==> src/hdl/ltbp_pkg.sv <==
package ltbp_pkg;

  // Configuration register indexes.
  localparam logic [1:0] REG_ROW_WIDTH     = 2'd0;
  localparam logic [1:0] REG_ROW_TOTAL     = 2'd1;
  localparam logic [1:0] REG_MAX_LEVEL     = 2'd2;
  localparam logic [1:0] REG_COLOUR_SOURCE = 2'd3;

  localparam int CFG_DATA_W = 13;
  localparam int DIM_CFG_W  = 13;

  // Luma weights; the weighted sum is compared against threshold * LUMA_DIV.
  localparam int LUMA_R   = 299;
  localparam int LUMA_G   = 587;
  localparam int LUMA_B   = 114;
  localparam int LUMA_DIV = 1000;
  localparam int LUMA_W   = 18;

  localparam int BYTE_BITS = 8;

  typedef struct packed {
    logic [7:0] red;
    logic [7:0] green;
    logic [7:0] blue;
    logic [7:0] gray;
  } in_item_t;

  typedef struct packed {
    logic [7:0] packed_byte;
    logic       row_end;
    logic       image_end;
  } out_item_t;

  typedef struct packed {
    logic [7:0] max_level;
    logic       colour_source;
  } pix_cfg_t;

endpackage

==> src/hdl/ltbp_pixel_bit.sv <==
module ltbp_pixel_bit (
  input  ltbp_pkg::in_item_t pixel,
  input  ltbp_pkg::pix_cfg_t cfg,
  output logic               dark
);

  logic [7:0]                    thr;
  logic [8:0]                    max_plus;
  logic [ltbp_pkg::LUMA_W-1:0]   luma_sum;
  logic [ltbp_pkg::LUMA_W-1:0]   thr_scaled;

  always_comb begin
    max_plus = {1'b0, cfg.max_level} + 9'd1;
    thr      = max_plus[8:1];
    luma_sum = ltbp_pkg::LUMA_W'(ltbp_pkg::LUMA_R) * ltbp_pkg::LUMA_W'(pixel.red)
             + ltbp_pkg::LUMA_W'(ltbp_pkg::LUMA_G) * ltbp_pkg::LUMA_W'(pixel.green)
             + ltbp_pkg::LUMA_W'(ltbp_pkg::LUMA_B) * ltbp_pkg::LUMA_W'(pixel.blue);
    // floor(sum / 1000) >= thr holds exactly when sum >= thr * 1000.
    thr_scaled = ltbp_pkg::LUMA_W'(ltbp_pkg::LUMA_DIV) * ltbp_pkg::LUMA_W'(thr);
    if (cfg.colour_source) begin
      dark = (luma_sum < thr_scaled);
    end else begin
      dark = (pixel.gray < thr);
    end
  end

endmodule

==> src/hdl/luma_threshold_bit_packer.sv <==
// Channel  Direction  Payload                              Handshake
// in       input      in_item  (red, green, blue, gray)    in_valid / in_stall
// out      output     out_item (packed_byte, row_end,      out_valid / out_stall
//                               image_end)
// cfg      input      cfg_index, cfg_data                  cfg_we
//
// One pixel is taken per cycle unless in_stall is high. A pixel is held in the input
// register, then its luma compare and bit append run into the result register, from
// which the byte is offered after its last pixel transfer.
// Reset clears the pixel position, the partial byte and both valid flags and
// loads the register defaults. A stalled result holds the pipeline only when
// the next pixel also completes a byte.
module luma_threshold_bit_packer #(
  parameter int MAX_DIMENSION = 4096
) (
  input  logic                            clk,
  input  logic                            rst_n,
  input  logic                            in_valid,
  output logic                            in_stall,
  input  ltbp_pkg::in_item_t              in_item,
  output logic                            out_valid,
  input  logic                            out_stall,
  output ltbp_pkg::out_item_t             out_item,
  input  logic                            cfg_we,
  input  logic [1:0]                      cfg_index,
  input  logic [ltbp_pkg::CFG_DATA_W-1:0] cfg_data
);

  localparam int CW    = $clog2(MAX_DIMENSION);
  localparam int CMP_W = (CW + 1 > ltbp_pkg::DIM_CFG_W) ? CW + 1 : ltbp_pkg::DIM_CFG_W;

  // Configuration registers.
  logic [ltbp_pkg::DIM_CFG_W-1:0] row_width_r;
  logic [ltbp_pkg::DIM_CFG_W-1:0] row_total_r;
  logic [7:0]                     max_level_r;
  logic                           colour_source_r;

  always_ff @(posedge clk) begin
    if (!rst_n) begin
      row_width_r     <= ltbp_pkg::DIM_CFG_W'(1);
      row_total_r     <= ltbp_pkg::DIM_CFG_W'(1);
      max_level_r     <= 8'd255;
      colour_source_r <= 1'b1;
    end else if (cfg_we) begin
      case (cfg_index)
        ltbp_pkg::REG_ROW_WIDTH:     row_width_r     <= cfg_data;
        ltbp_pkg::REG_ROW_TOTAL:     row_total_r     <= cfg_data;
        ltbp_pkg::REG_MAX_LEVEL:     max_level_r     <= cfg_data[7:0];
        ltbp_pkg::REG_COLOUR_SOURCE: colour_source_r <= cfg_data[0];
        default: ;
      endcase
    end
  end

  // Input register.
  logic               s1_valid_r;
  logic               s1_valid_nxt;
  ltbp_pkg::in_item_t s1_item_r;

  // Packing state.
  logic [6:0]    acc_r, acc_nxt;
  logic [2:0]    cnt_r, cnt_nxt;
  logic [CW-1:0] col_r, col_nxt;
  logic [CW-1:0] row_r, row_nxt;

  // Result register.
  logic                out_valid_r, out_valid_nxt;
  ltbp_pkg::out_item_t out_data_r;

  ltbp_pkg::pix_cfg_t pix_cfg;
  logic               dark;

  assign pix_cfg.max_level     = max_level_r;
  assign pix_cfg.colour_source = colour_source_r;

  ltbp_pixel_bit u_pixel_bit (
    .pixel (s1_item_r),
    .cfg   (pix_cfg),
    .dark  (dark)
  );

  logic [CMP_W-1:0] width_c, height_c;
  logic [CMP_W-1:0] col_plus, row_plus;
  logic [7:0]       acc8;
  logic [3:0]       count;
  logic             row_end, image_end, emit, out_free, s1_go, in_accept;
  logic [7:0]       byte_out;

  always_comb begin
    // Zero acts as one, and oversized values saturate to MAX_DIMENSION.
    width_c = CMP_W'(row_width_r);
    if (width_c == '0) begin
      width_c = CMP_W'(1);
    end else if (width_c > CMP_W'(MAX_DIMENSION)) begin
      width_c = CMP_W'(MAX_DIMENSION);
    end
    height_c = CMP_W'(row_total_r);
    if (height_c == '0) begin
      height_c = CMP_W'(1);
    end else if (height_c > CMP_W'(MAX_DIMENSION)) begin
      height_c = CMP_W'(MAX_DIMENSION);
    end

    col_plus  = CMP_W'(col_r) + CMP_W'(1);
    row_plus  = CMP_W'(row_r) + CMP_W'(1);
    row_end   = (col_plus >= width_c);
    image_end = row_end && (row_plus >= height_c);

    acc8     = {acc_r, dark};
    count    = {1'b0, cnt_r} + 4'd1;
    byte_out = 8'(acc8 << (4'(ltbp_pkg::BYTE_BITS) - count));
    emit     = s1_valid_r && (count == 4'(ltbp_pkg::BYTE_BITS) || row_end);

    out_free  = !out_valid_r || !out_stall;
    s1_go     = s1_valid_r && (!emit || out_free);
    in_stall  = s1_valid_r && !s1_go;
    in_accept = in_valid && !in_stall;

    s1_valid_nxt = s1_valid_r;
    if (in_accept) begin
      s1_valid_nxt = 1'b1;
    end else if (s1_go) begin
      s1_valid_nxt = 1'b0;
    end

    acc_nxt = acc_r;
    cnt_nxt = cnt_r;
    col_nxt = col_r;
    row_nxt = row_r;
    if (s1_go) begin
      if (row_end) begin
        col_nxt = '0;
        row_nxt = image_end ? '0 : row_plus[CW-1:0];
      end else begin
        col_nxt = col_plus[CW-1:0];
      end
      if (emit) begin
        acc_nxt = '0;
        cnt_nxt = '0;
      end else begin
        acc_nxt = acc8[6:0];
        cnt_nxt = count[2:0];
      end
    end

    out_valid_nxt = out_valid_r;
    if (s1_go && emit) begin
      out_valid_nxt = 1'b1;
    end else if (!out_stall) begin
      out_valid_nxt = 1'b0;
    end
  end

  always_ff @(posedge clk) begin
    if (!rst_n) begin
      s1_valid_r  <= 1'b0;
      out_valid_r <= 1'b0;
      acc_r       <= '0;
      cnt_r       <= '0;
      col_r       <= '0;
      row_r       <= '0;
    end else begin
      s1_valid_r  <= s1_valid_nxt;
      out_valid_r <= out_valid_nxt;
      acc_r       <= acc_nxt;
      cnt_r       <= cnt_nxt;
      col_r       <= col_nxt;
      row_r       <= row_nxt;
    end
  end

  always_ff @(posedge clk) begin
    if (in_accept) begin
      s1_item_r <= in_item;
    end
    if (s1_go && emit) begin
      out_data_r.packed_byte <= byte_out;
      out_data_r.row_end     <= row_end;
      out_data_r.image_end   <= image_end;
    end
  end

  assign out_valid = out_valid_r;
  assign out_item  = out_data_r;

  a_image_end_in_row : assert property (@(posedge clk) disable iff (!rst_n)
    out_valid_r |-> (!out_data_r.image_end || out_data_r.row_end))
    else $error("image_end set on a byte that does not end a row");

  a_stall_cause : assert property (@(posedge clk) disable iff (!rst_n)
    in_stall |-> (s1_valid_r && out_valid_r && out_stall && emit))
    else $error("input stalled without a blocked byte");

  a_bit_append : assert property (@(posedge clk) disable iff (!rst_n)
    (s1_go && !emit) |=> (cnt_r == $past(cnt_r) + 3'd1))
    else $error("bit count did not advance on a pixel transfer");

  a_emit_clear : assert property (@(posedge clk) disable iff (!rst_n)
    (s1_go && emit) |=> (cnt_r == '0 && acc_r == '0 && out_valid_r))
    else $error("partial byte not cleared after a byte was issued");

endmodule

==> config.mk <==
export PLATFORM = sky130hd
export DESIGN_NAME = luma_threshold_bit_packer
export DESIGN_NICKNAME = d
export VERILOG_FILES = /design/src/hdl/ltbp_pkg.sv /design/src/hdl/ltbp_pixel_bit.sv /design/src/hdl/luma_threshold_bit_packer.sv
export SDC_FILE = /design/constraint.sdc
export NUM_CORES = 1
export LEC_CHECK = 0
export ABC_AREA = 1
export BUFFER_PORTS_ARGS = -buffer_cell sky130_fd_sc_hd__buf_2
export CORE_AREA = 2 2 156 174
export CTS_BUF_LIST = sky130_fd_sc_hd__clkbuf_4
export DETAILED_ROUTE_END_ITERATION = 16
export DIE_AREA = 0 0 158 176
export HOLD_SLACK_MARGIN = 0.02
export PLACE_DENSITY = 0.69
export SYNTH_ARGS = -nofsm -noshare
export SYNTH_HDL_FRONTEND = slang
export SYNTH_SLANG_ARGS = --single-unit
export TNS_END_PERCENT = 10
==> constraint.sdc <==
create_clock -name clk -period 8.4 [get_ports clk]
set_input_delay 1.26 -clock clk [delete_from_list [all_inputs] [get_ports clk]]
set_output_delay 1.26 -clock clk [all_outputs]
set_load 0.005 [all_outputs]
Word-level counts from Yosys, hierarchy flattened
Index checks and enable logic that the tools add are counted.
- add/subtract/negate cells: 7
- multiply operators: 4
- magnitude comparators: 6
- eq/ne operators: 5
- shifts and indexed selects: 1
- muxes and demuxes: 13
- reductions and logical operators: 23
- operators with widths (kind ; number):
    2-to-1 mux 13 bit ; 4
    adder 12 x 1 -> 13 bit, second input constant ; 2
    >= comparator 13 bit ; 2
    > comparator 13 bit, second input constant ; 2
    logical NOT 13 bit ; 2
    2-to-1 mux 12 bit ; 2
    adder 17 x 18 -> 18 bit ; 1
    adder 18 x 15 -> 18 bit ; 1
    less-than comparator 18 bit ; 1
    multiplier 10 x 8 -> 18 bit, first input constant ; 1
    multiplier 9 x 8 -> 17 bit, first input constant ; 1
    multiplier 7 x 8 -> 15 bit, first input constant ; 1
    multiplier 6 x 8 -> 14 bit, first input constant ; 1
    AND reduction 2 bit ; 5
    adder 8 x 1 -> 9 bit, second input constant ; 1
    less-than comparator 8 bit ; 1
    left shift 8 x 4 -> 8 bit ; 1
    2-to-1 mux 7 bit ; 1
    logical AND 1 bit ; 6
    logical NOT 1 bit ; 5
    2-to-1 mux 1 bit ; 5
    adder 3 x 1 -> 4 bit, second input constant ; 1
    equality test 2 bit, second input constant ; 2
    equality test 4 bit, second input constant ; 1
    other kinds (7) ; 9
- register bits after elaboration: 113
- input bits: 52
- output and inout bits: 12

Logic depth before layout (Yosys ltp)
Gate-level depths: netlist (run 1).
- word-level depth: 14
- mapped depth: 41
- depth with buffers taken out: 41

Cells and area by module
Synthesis (run 1) repeated with hierarchy kept, for this count alone.
- cell total of the unflattened synthesis: 1408
- area, all modules: 11538.6 um^2
- modules (own cells, without submodules) (module ; instances ; cells each ; area each (um^2) ; sequential area each (um^2)):
    ltbp_pixel_bit ; 1 ; 750 ; 6067.1 ; 0.0
    luma_threshold_bit_packer ; 1 ; 658 ; 5471.5 ; 2682.6

Worst setup path before layout (run 1)
No wires, ideal clock.
- kind: reg-to-reg
- start: register s1_item_r[8] (netlist bit)
- end: register out_data_r (netlist bit out_item[9]), data pin
- setup time: 0.249 ns
- arrival: 6.411 ns
- data required time: 8.151 ns
- setup slack: 1.739 ns
- cell stages (with the launch flop): 32
- buffers on the path: 0
- cell sequence: edfxtp_1 > fa_1 > inv_1 > fa_1 > inv_1 > ha_1 > ha_1 > inv_1 > fa_1 > xnor2_1 > ha_1 > fa_1 > inv_1 > fa_1 > fa_1 > inv_1 > ha_1 > a21oi_1 > o21ai_0 > a221oi_1 > nand2_1 > xor2_1 > ha_1 > nand2_1 > nor3_1 > nand2_1 > nand2_1 > nand3_1 > nand3_1 > nand3_1 > nand2_1 > inv_1
- word-level cells in the longest chain between the ends: 5
- ends and longest elaborated chain (item ; RTL line ; RTL):
    start: declaration ; luma_threshold_bit_packer.sv:58 ; ltbp_pkg::in_item_t s1_item_r;
    start signal: assignment ; luma_threshold_bit_packer.sv:174 ; s1_item_r <= in_item;
    multiplier 6 x 8 -> 14 bit ; ltbp_pixel_bit.sv:17 ; + ltbp_pkg::LUMA_W'(ltbp_pkg::LUMA_B) * ltbp_pkg::LUMA_W'(pixel.blue);
    adder 18 x 15 -> 18 bit ; ltbp_pixel_bit.sv:17 ;
    less-than comparator 18 bit ; ltbp_pixel_bit.sv:21 ; dark = (luma_sum < thr_scaled);
    2-to-1 mux 1 bit ; ltbp_pixel_bit.sv:20 ; if (cfg.colour_source) begin
    left shift 8 x 4 -> 8 bit ; luma_threshold_bit_packer.sv:111 ; byte_out = 8'(acc8 << (4'(ltbp_pkg::BYTE_BITS) - count));
    end: declaration ; luma_threshold_bit_packer.sv:68 ; ltbp_pkg::out_item_t out_data_r;
Every way passes these cells.
A chain may end at the register's enable or synchronous reset.

Final worst setup path (run 1)
Ends and elaborated chain as after synthesis.

==> results of run 1 <==
## registers in the layout, summed over array words and instances, names as in the netlist
name and cells:
s1_valid_r 1, acc_r 7, out_valid 1, cnt_r 3, colour_source_r 1, s1_item_r 32
row_total_r 13, col_r 12, max_level_r 8, out_item 10, row_r 12, row_width_r 13
## kinds of logic (layout without fill, tap and decap cells)
family | Yosys count | after routing | synth area share
AO/OA/AOI/OAI | 136 | 136 | 0.0694
XOR/XNOR | 55 | 55 | 0.0417
adder cells (fa/ha/maj) | 281 | 281 | 0.365
buffers and inverters | 320 | 393 | 0.106
flip-flops | 113 | 113 | 0.232
other | 0 | 2 | 0
AND/OR/NAND/NOR | 492 | 492 | 0.185
## through the flow
step	area (µm²)	hold WS [ns]	setup slack, ns	std cells	utilization
global route	12500	0.507	0.626	1824	0.484
floorplan	11600	0.444	1.74	1397	-
global placement	12200	0.460	1.34	1790	0.471
detailed placement	12200	0.468	1.15	1790	0.471
finish	12500	0.486	1.18	1824	0.484
CTS	12500	0.486	1.14	1822	0.484
## placed cells by master, fill, tap and decap left out, drive strengths merged, types with 15 or more instances in the layout
cell type,count
xor2,42
nand2,238
clkbuf,20
edfxtp,42
buf,66
dfxtp,71
nor3,15
a21oi,65
nand4,31
fa,94
nand3,72
nor2,121
o21ai,44
inv,295
ha,187
## final cells by class
class	instances	area share
repair buffers	66	0.0270
well taps	352	0.0351
clock buffers	20	0.0120
inverters	295	0.0883
multi-input cells	964	0.610
clock inverters	12	0.0132
flip-flops and latches	113	0.214
diodes	2	0.000399
## worst paths after layout
| check | startpoint | to | slack, ns | cells after the start |
|---|---|---|---|---|
| worst max-delay path | s1_item_r[8] | out_item[9] | 1.18 | 33 |
| worst min-delay path | acc_r[6] | acc_r[6] | 0.49 | 2 |
| worst max register to register | s1_item_r[8] | out_item[9] | 1.18 | 33 |
| worst min register to register | acc_r[6] | acc_r[6] | 0.49 | 2 |
## worst reg2reg max path, delay by kind of cell, from the launching register on
family / cells / cell delay [ns]
flip-flops: 1 / 0.48
AND/OR/NAND/NOR: 11 / 0.95
buffers and inverters: 6 / 0.26
adder cells (fa/ha/maj): 11 / 4.32
AO/OA/AOI/OAI: 3 / 0.65
XOR/XNOR: 2 / 0.32
## metal layers
layer  up-vias  GRT usage  share of wire  routed length [µm]
met5         -          0        0.00050                  12
met4         2     0.0563          0.023                 549
met3        39     0.0388          0.044                1070
met2       171      0.325           0.48               11600
met1      4162      0.240           0.45               10900
li1       4582          -              -                   -
==> summary.txt, run 1 <==
Run status
  • Status: finished, final reports clean

Layout
  • Multi-input combinational cell area: 7650 µm²
  • Register Area: around 2700 µm²
  • Final nets: 1,790
  • # fillers: 2,484
  • Area Growth Syn to Fin: 8.49%
  • Layout cells sized above 1: 0.0871

Clocking
  • Clock tree root buffer cell: clkbuf_4
  • TritonCTS Buffers: 17
  • CTS tree: yes
  • Htree depth: 4
  • Worst-skew pair later-pin latency: approximately 0.58 ns
  • Worst-path clk slew: about 0.11 ns
  • Setup Fix Bufs, Post-CTS: 0
  • Clock sink count: approximately 110
  • Post-CTS sizing: 0
  • Cts hold-fix bufs: 0
  • Clk buf depth: 2

Drt
  • Final ANT Viol Nets: 0
  • DR vias/cell: 4.91
  • DRT Wirelength: about 24,000 µm
  • Drt wl/cell: 13.2 µm
  • Iteration-0 DRC Markers: between 500 and 600
  • First drt pass iteration count: 5
  • Via count: 8,956
  • # DRC: 0

Timing
  • Slew margin rel.: 0.263
  • Setup TNS: 0 ns
  • RSZ-0062 raised after global routing: false
  • Tightest Pin Transition: ~1.1 ns
  • Fin crit share: 0.860
  • Clk_skew: 0.0317 ns
  • Hold Fails Final Rpt: 0
  • Fmax: 0.138 GHz
  • # setup viols final: 0
  • Slew Viols, Final: 0
  • Minimum clock period: 7.22 ns

Synth
  • Yosys top cell area share: 0.203
  • Yosys cell types: 46
  • Number of synthesis warnings: 0
  • Post-Synthesis Cells: 1,397
  • Synth top cells by count: inv_1 (288), nand2_1 (229), ha_1 (187)
  • Synth Register Bits: 113
  • Mapped cell area: 11,600 µm²
  • Prevailing post-synth register cell: dfxtp_1
  • Seq/Total Area, Yosys: 0.232
  • Post-synth ARST share: 0
  • Post-synth net total: 1,730
  • Post-synth EDFFs: 42
  • Most common cell in the netlist: inv_1
  • Synth area leader: ha_1
  • Syn_area_per_cell: 8.27 µm²
  • Synth top area cells: ha_1 (20%), fa_1 (16%), dfxtp_1 (12%), edfxtp_1 (11%), inv_1 (9.4%)

Global routing
  • Global route total overflow: 0
  • Overall Global Routing Usage: 0.190
  • Vias in the first global route: 9,061
  • Initial antenna violation count: 2
  • Largest net degree at the start of global routing: 70
  • First-pass GRT wire length: approximately 42,000 µm

Critical path
  • Crit-path leading delay family: adder cells
  • Setup Crit Path Kind: reg2reg
  • CP Launch Type: register
  • Crit path capture type: register
  • Slowest stage delay, CP: 0.56 ns
  • Crit Path Max Fanout: 5
  • Crit path buf inv count: 6
  • WP data required: just under 9 ns
  • Critical path's slowest cell: fa_1
  • Arrival time worst endpoint: 7.57 ns

Die
  • Die area: 27,800 µm²
  • Cell row count: 62
  • Die Wd: 158 µm
  • IO Pins: 64
  • Starting Density: 0.446
  • DIE HEIGHT: 176 µm
  • Core area: 25,900 µm²

Place
  • Dpl hpwl: 19,600 µm
  • Port bufs: 63
  • Placer Congestion: roughly 0.9

Min path
  • Hold Path Class: reg2reg

Run
  • Max Cap Viol: 0
Power of run 1 is left out: the tool's default activity adds up to more than one toggle a clock period on the data nets, which glitch-free logic cannot reach.
==> run 2, diff against run 1 <==
- CORE_AREA: 2 2 156 174 -> 2 2 133 148
- CTS_BUF_LIST: sky130_fd_sc_hd__clkbuf_4 -> sky130_fd_sc_hd__clkbuf_16
- DIE_AREA: 0 0 158 176 -> 0 0 135 150
- PLACE_DENSITY: 0.69 -> 0.88
==> run 2 against run 1 <==
Compared with the run above:
- clock skew fell by 0.017 ns
- wire length is 8.1% higher
- global-route usage grew 8.4 points
- sequential cell count is the same
- worst hold slack got worse by 0.0080 ns
- via count up 5.5%
- clock-buffer cell count shrank 3
- first-iteration DRC count rose by 6.2%
- largest cell class unchanged
- fmax is 4.9% lower
==> summary.txt, run 2 (synthesized netlist as in run 1, its figures left out) <==
Critical path
  • Arrival time worst endpoint: just under 8 ns
  • Crit Path Max Fanout: 5
  • Slowest stage delay, CP: 0.57 ns
  • WP data required: 8.58 ns
  • CP Launch Type: register
  • Setup Crit Path Kind: reg2reg
  • Crit path capture type: register
  • Critical path's slowest cell: fa_1

Timing
  • RSZ-0062 raised after global routing: false
  • Slew Viols, Final: 0
  • Setup TNS: 0 ns
  • Hold Fails Final Rpt: 0
  • Tightest Pin Transition: 1.15 ns
  • Slew margin rel.: 0.229
  • Fin crit share: 0.904
  • Clk_skew: around 0.014 ns
  • # setup viols final: 0
  • Fmax: 0.132 GHz
  • Minimum clock period: about 7.6 ns
  • Minimum hold slack: between 0.4 and 0.5 ns

Die
  • Die area: 20,300 µm²
  • DIE HEIGHT: ~150 µm
  • Cell row count: 53
  • Starting Density: 0.613
  • Die Wd: 135 µm
  • Core area: 18,800 µm²
  • IO Pins: 64

Run status
  • Status: finished, final reports clean

Place
  • Placer Congestion: between 0.8 and 0.9
  • Dpl hpwl: 20,300 µm
  • Port bufs: 63

Layout
  • Largest register FFs: 32
  • Most frequent cells in the layout: inv_1 (289), nand2_1 (229), ha_1 (187)
  • Largest reg by FF count: s1_item_r
  • # fillers: between 1,000 and 1,500
  • Ant. Diodes: 0
  • Layout cells sized above 1: 0.0865
  • Area Growth Syn to Fin: 9.45%
  • Fin util: 0.671
  • Commonest non-fill, non-tap cell in the layout: inv_1
  • Largest regs: s1_item_r (32), row_total_r (13), row_width_r (13)
  • Final nets: 1,789

Clocking
  • CTS tree: yes
  • Setup Fix Bufs, Post-CTS: 0
  • Cts hold-fix bufs: 0
  • Clock tree root buffer cell: clkbuf_16
  • Worst-path clk slew: 0.06 ns
  • Worst-skew pair later-pin latency: 0.42 ns
  • Clk buf depth: 2
  • Htree depth: 4
  • Clock sink count: about 110
  • TritonCTS Buffers: 17
  • Post-CTS sizing: 0

Global routing
  • Overall Global Routing Usage: 0.274
  • Vias in the first global route: 9,750
  • Largest net degree at the start of global routing: 70
  • Global route total overflow: 0
  • Initial antenna violation count: 0
  • First-pass GRT wire length: 44,200 µm

Drt
  • DRT Wirelength: 26,100 µm
  • Final ANT Viol Nets: 0
  • First drt pass iteration count: 7
  • # DRC: 0
  • DR vias/cell: 5.51
  • Drt wl/cell: 15.2 µm
  • Via count: approximately 9,400
  • Iteration-0 DRC Markers: 581

Min path
  • Hold Path Class: reg2reg

Run
  • Max Cap Viol: 0
## run 2: final cells by class
class	instances	area (µm²)	share of cell area
clock inverter	15	145	0.0115
tap	247	309	0.0244
inverter	295	1110	0.0876
clock buffer	17	425	0.0336
timing repair buffer	65	330	0.0261
multi-input combinational	964	7650	0.605
sequential	113	2680	0.212
## run 2: per-layer routing
layer / GRT usage / up-vias / part of all wire / routed length [µm]
met3: 0.0556 / 87 / 0.055 / 1430
met1: 0.317 / 4465 / 0.40 / 10400
met5: 0 / - / 0 / 0
met2: 0.494 / 312 / 0.51 / 13300
met4: 0.110 / 0 / 0.037 / 952
li1: - / 4584 / - / -
## run 2: through the flow
| step | cells | setup WS, ns | area, µm² |
|---|---|---|---|
| floorplan | 1397 | 1.74 | 11600 |
| global placement | 1684 | 1.40 | 12100 |
| detailed placement | 1684 | 1.08 | 12100 |
| CTS | 1716 | 0.880 | 12600 |
| global route | 1716 | 0.307 | 12600 |
| finish | 1716 | 0.808 | 12600 |
## run 2: worst paths after layout
check               start     endpoint  slack [ns]  cells after the start
min reg2reg      acc_r[6]     acc_r[6]        0.48                      2
max reg2reg  s1_item_r[8]  out_item[8]        0.81                     31
min              acc_r[6]     acc_r[6]        0.48                      2
max          s1_item_r[8]  out_item[8]        0.81                     31
## run 2: worst max-delay path: cells and delay by family, from the launching register on
kind | cells | cell delay [ns]
adders and majority gates | 11 | 4.44
AOI/OAI and AO/OA | 5 | 0.90
and+or+nand+nor | 7 | 0.76
DFF | 1 | 0.49
xor gates and xnor gates | 2 | 0.45
buffers and inverters | 6 | 0.32
Power of run 2 is left out for the same reason.
